--- config.mk ---
export PLATFORM = sky130hd
export DESIGN_NAME = srl_scan
export DESIGN_NICKNAME = d
export VERILOG_FILES = /design/src/hdl/srl_pkg.sv /design/src/hdl/srl_scan.sv
export SDC_FILE = /design/constraint.sdc
export NUM_CORES = 1
export LEC_CHECK = 0
export BUFFER_PORTS_ARGS = -buffer_cell sky130_fd_sc_hd__buf_2
export CAP_MARGIN = 0
export CORE_ASPECT_RATIO = 0.7
export CORE_MARGIN = 1
export CORE_UTILIZATION = 43
export CTS_CLUSTER_SIZE = 28
export DETAILED_ROUTE_END_ITERATION = 12
export PLACE_DENSITY = 0.87
export SKIP_CTS_REPAIR_TIMING = 1
export SLEW_MARGIN = 25
export SYNTH_ARGS = -nofsm -noshare
export SYNTH_HDL_FRONTEND = slang
export SYNTH_SLANG_ARGS = --single-unit
--- constraint.sdc ---
create_clock -name clk_i -period 1.7 [get_ports clk_i]
set_clock_uncertainty 0.2 [all_clocks]
set_input_delay 0 -clock clk_i [delete_from_list [all_inputs] [get_ports clk_i]]
set_output_delay 0 -clock clk_i [all_outputs]
set_load 0.05 [all_outputs]
--- src/hdl/srl_pkg.sv ---
// Shared types, constants and codes for the sliding window rate limiter.
package srl_pkg;

  // Default sizes of the bucket table and the per-bucket timestamp ring.
  localparam int BUCKETS_DEF    = 64;
  localparam int RING_DEPTH_DEF = 16;

  // Fixed field widths.
  localparam int ADDR_W    = 32;
  localparam int BUCKET_W  = 6;
  localparam int TIME_W    = 32;
  localparam int COUNT_W   = 5;
  localparam int WINDOW_W  = 16;
  localparam int MAXREQ_W  = 8;
  localparam int CFG_IDX_W = 2;
  localparam int CFG_DATA_W = 16;

  // Register values after reset.
  localparam logic                LIMIT_EN_RST = 1'b0;
  localparam logic [WINDOW_W-1:0] WINDOW_RST   = 16'd60;
  localparam logic [MAXREQ_W-1:0] MAXREQ_RST   = 8'd10;

  // Configuration register indexes.
  typedef enum logic [CFG_IDX_W-1:0] {
    CFG_LIMIT_ENABLE   = 2'd0,
    CFG_WINDOW_SECONDS = 2'd1,
    CFG_MAX_REQUESTS   = 2'd2
  } cfg_idx_e;

  // Sequencer states.
  typedef enum logic [2:0] {
    ST_CLEAR,
    ST_IDLE,
    ST_META,
    ST_SCAN,
    ST_WRITE
  } state_e;

  // Request beat.
  typedef struct packed {
    logic [ADDR_W-1:0]   client_ip;
    logic [BUCKET_W-1:0] bucket;
    logic [TIME_W-1:0]   now_seconds;
  } req_t;

  // Result beat.
  typedef struct packed {
    logic               limited;
    logic [COUNT_W-1:0] recent_count;
  } rsp_t;

  // Control of the shared compare and count unit.
  typedef struct packed {
    logic clear;
    logic hit_valid;
  } scan_ctrl_t;

endpackage

--- src/hdl/srl_scan.sv ---
// Shared timestamp comparator and in-window counter used during the ring walk.
module srl_scan #(
  parameter int FW = 5
) (
  input  logic                      clk_i,
  input  logic                      rst_ni,
  input  srl_pkg::scan_ctrl_t       ctrl_i,
  input  logic [srl_pkg::TIME_W-1:0] stamp_i,
  input  logic [srl_pkg::TIME_W-1:0] cutoff_i,
  output logic [FW-1:0]             count_o
);

  logic [FW-1:0] count_q;
  logic [FW-1:0] count_d;

  // One stamp per cycle: count it when it is no older than the cutoff.
  always_comb begin
    count_d = count_q;
    if (ctrl_i.clear) begin
      count_d = '0;
    end else if (ctrl_i.hit_valid && (stamp_i >= cutoff_i)) begin
      count_d = count_q + FW'(1);
    end
  end

  always_ff @(posedge clk_i or negedge rst_ni) begin
    if (!rst_ni) begin
      count_q <= '0;
    end else begin
      count_q <= count_d;
    end
  end

  assign count_o = count_q;

endmodule

Word level (Yosys, flattened, before mapping)
Cells that the tools add are included.
{"block": "classes", "n_shift": 0, "n_div": 0, "muxes": 2, "n_eq_ne": 0, "n_mul": 0, "n_bitwise": 0, "magnitude_cmp": 1, "n_addsub": 1, "n_reduce_logical": 2}
{"op": "$ge 32x32->1", "count": 1}
{"op": "$mux 5", "count": 2}
{"op": "$add 5x1->5 const B", "count": 1}
{"op": "$reduce_bool 2->1", "count": 1}
{"op": "$logic_and 1x1->1", "count": 1}
{"block": "totals", "inputBits": 68, "mem_bits_ro": 0, "register_bits": 5, "n_memories": 0, "output_inout_bits": 5, "word_cells": 7, "mem_bits_rw": 0, "latchBits": 0}

Longest topological paths before layout
{"block": "logic_depth", "depth_word": 4, "mapped_depth": 8, "depth_no_buf": 8}

Least setup slack after synthesis
No wires, ideal clock.
{"block": "synth_timing", "kind": "input -> register", "from": "input stamp_i[0] (netlist bit)", "to": "register count_q[3] (netlist: count_o[3])", "required_time_ps": 1372, "cell_stages": 8, "arrival_ps": 1703, "n_path_buf": 0, "path_slack_ps": -330, "path_cell_list": "inv_1 -> ha_1 -> nand2b_4 -> a2111o_1 -> a311oi_2 -> a21oi_1 -> o2111ai_1 -> mux2_1"}
{"block": "synth_via", "elab_chain_cells": 3}
{"element": "start, declared", "line": "srl_scan.sv:8", "rtl": "input logic [srl_pkg::TIME_W-1:0] stamp_i,"}
{"element": "$ge 32x32->1", "line": "srl_scan.sv:21", "rtl": "end else if (ctrl_i.hit_valid && (stamp_i >= cutoff_i)) begin"}
{"element": "$logic_and 1x1->1", "line": "srl_scan.sv:21"}
{"element": "$reduce_bool 2->1 (no line)"}
{"element": "end signal, assigned", "line": "srl_scan.sv:30", "rtl": "count_q <= count_d;"}
{"element": "end, declared", "line": "srl_scan.sv:13", "rtl": "logic [FW-1:0] count_q;"}
No other way between the ends.
A chain may end at the register's enable or synchronous reset.

Final worst setup path
{"block": "layout_timing", "from": "input stamp_i[0] (netlist bit)", "to": "register count_q[4] (netlist: count_o[4])"}
Same word-level chain as after synthesis.

==> metrics.txt <==
outcome finished with violations; failing checks hold timing, setup timing; FF-to-FF Start count_o[0]; port bufs 72; design area 1870 um2; Synth cell types 28; Post-Syn Instances 146; Fmax 525 MHz; most common cell in the netlist inv_1; Reg2Reg Setup Slack 50 ps; VDD IR max 523 uV; antenna-violating nets left 0; aggregate global routing overflow 0; Tot GR Track Use 18.4%; hold path startpoint ctrl_i[1]; Post-synth top cells inv_1 (35), ha_1 (33), a21oi_1 (12), nor2_1 (10), nand2_1 (9); worst flop-to-flop path endpoint count_o[4]; vias in the first global route 1,123; initial antenna violation count 0; Seq cells post-synth 5; post-route minimum period 1900 ps; Die W 63.7 um; largest net degree at the start of global routing 11; WL per Instance 10.6 um; final slew viol count 0; io pins 73; Num CTS Buffers 3; worst hold margin -6.54 ps; FF-to-FF path depth 5; Rows 15; Synth top area share 36.1%; first-pass GRT wire length 4.22 mm; total routed wirelength 2.77 mm; asr flop ratio synth 100%; Worst-path clk slew 40 ps; hpwl dp 2.22 mm; root buffer cell clkbuf_8; max reg flops 5; crit end category register; depth of the worst hold-timing path 3; routed vias/inst 4.85; Worst Path Max Fanout 2; final setup fails 5; area grow syn2layout 63.4%; die height 45.2 um; 1st-iter DRT viols 13; Pwr per Cell Area 385 nW/um2; fin crit share 112%; Max-Cap Viols 0; placed cell areas 1600 um2; Static Leak 1.02 nW; Util after Layout 74.9%; Syn Nets 247; Seq/Total Area, Yosys 10.9%; Top FF cell, synth dfrtp_1; CP cell instances buf_6 -> clkinv_4 -> ha_4 -> nand2b_4 -> a2111o_1 -> a311oi_2 -> a21oi_2 -> o211ai_1 -> mux2_4; Avg Synthesized Cell Area 7.84 um2; Critical Path RT 1610 ps; Placer Congestion 0.731; die area 2880 um2; Hold EP count_o[1]; Crit path largest cell delay 370 ps; NumNets Final 329; Worst EP arrival 1810 ps; classification of the worst setup path input port to register; setup ws final -203 ps; Post-Syn Area 1140 um2; RSZ-0062 raised after global routing yes; via count 1,267; Pre-Repair DR Iteration Count 4; share of cells above drive strength 1 51.5%; CTS Sinks 5; clock latency on the worst-skew pair 220 ps; CORE AREA 2500 um2; Yosys top cell by area ha_1; DRC 0; filler instances 207; number of synthesized flops with an enable pin 0; antenna cell count 0; critical path launch point type input port; Critical-path top delay cell a2111o_1; Synth warnings 0; Initial Utilization 45.9%; Hold Path Class input port to register; Tightest Pin Transition 371 ps; relative slew slack 75.0%; htree depth 1; synth top area cells ha_1 (36%), inv_1 (11%), dfrtp_1 (11%), a21oi_1 (5.2%), mux2_1 (3.9%); CTS tree done; Hold Fails Final Rpt 1; Max Root-Sink Buffers 2
## per-layer routing
metal | up-vias | track usage [%] | share of wire [%]
met2 | 46 | 32.1 | 46
met5 | - | 0 | 0
li1 | 664 | - | -
met1 | 555 | 22.9 | 46
met3 | 2 | 4.55 | 6.8
met4 | 0 | 5.00 | 0.54
## through the flow
stage / hold WS [ps] / setup slack, ps / power (mW) / instances / setup TNS (ps)
after floorplan: -496 / -177 / 0.303 / 146 / -522
after global placement: -381 / -409 / 0.423 / 255 / -1760
after detailed placement: -380 / -418 / 0.433 / 255 / -1820
after CTS: -616 / -181 / 0.660 / 259 / -718
after global routing: 32.9 / -281 / 0.775 / 261 / -1160
final: -6.54 / -203 / 0.720 / 261 / -853
## worst max-delay path: cells and delay by family
family	cells	cell delay [ps]
muxes	1	320
buffers and inverters	2	130
AOI/OAI and AO/OA	4	1050
adders and majority gates	1	200
and+or+nand+nor	1	120
## where the power goes
group	total [mW]	switching (mW)	internal [mW]
clock	0.224	0.0623	0.161
sequential	0.128	0.00456	0.124
combinational	0.368	0.179	0.189
total	0.720	0.246	0.474
## worst max-delay path by stage
stage / startpoint / endpoint / slack (ps) / depth (start not counted)
final: stamp_i[0] / count_o[4] / -200 / 9
after global routing: stamp_i[0] / count_o[4] / -280 / 9
after CTS: stamp_i[0] / count_o[3] / -180 / 9
after detailed placement: stamp_i[0] / count_o[3] / -420 / 9
after global placement: stamp_i[0] / count_o[3] / -410 / 9
after floorplan: cutoff_i[0] / count_o[3] / -180 / 7
## final cells by class
| type | count | area, um2 | share of cell area (%) |
|---|---|---|---|
| clock buffers | 4 | 45.0 | 2.41 |
| well taps | 34 | 42.5 | 2.27 |
| inverters | 35 | 136 | 7.29 |
| repair buffers | 78 | 433 | 23.1 |
| multi-input cells | 105 | 1090 | 58.1 |
| flip-flops and latches | 5 | 128 | 6.82 |
## cell families (layout without fill, tap and decap cells)
logic type / Yosys count / after routing / synth area share (%)
simple gates: 39 / 39 / 19.5
buf+inv: 36 / 117 / 11.8
fa+ha+maj: 33 / 33 / 36.1
compound gates: 28 / 28 / 16.9
mux: 5 / 5 / 4.81
flops: 5 / 5 / 10.9
## layout by cell type (no fill, tap or decap), drive strengths merged, types with 2 or more instances in the layout
cell / instances
nor4: 2
a211oi: 2
nand3: 5
mux2: 4
dfrtp: 5
a21oi: 12
buf: 76
nand2b: 4
dlygate4sd3: 2
nor2: 10
inv: 34
o21ai: 4
a21boi: 2
a31oi: 2
nor2b: 4
nand2: 9
clkbuf: 4
nand4: 5
ha: 33
Note: power is estimated with default switching activity, not from simulation.
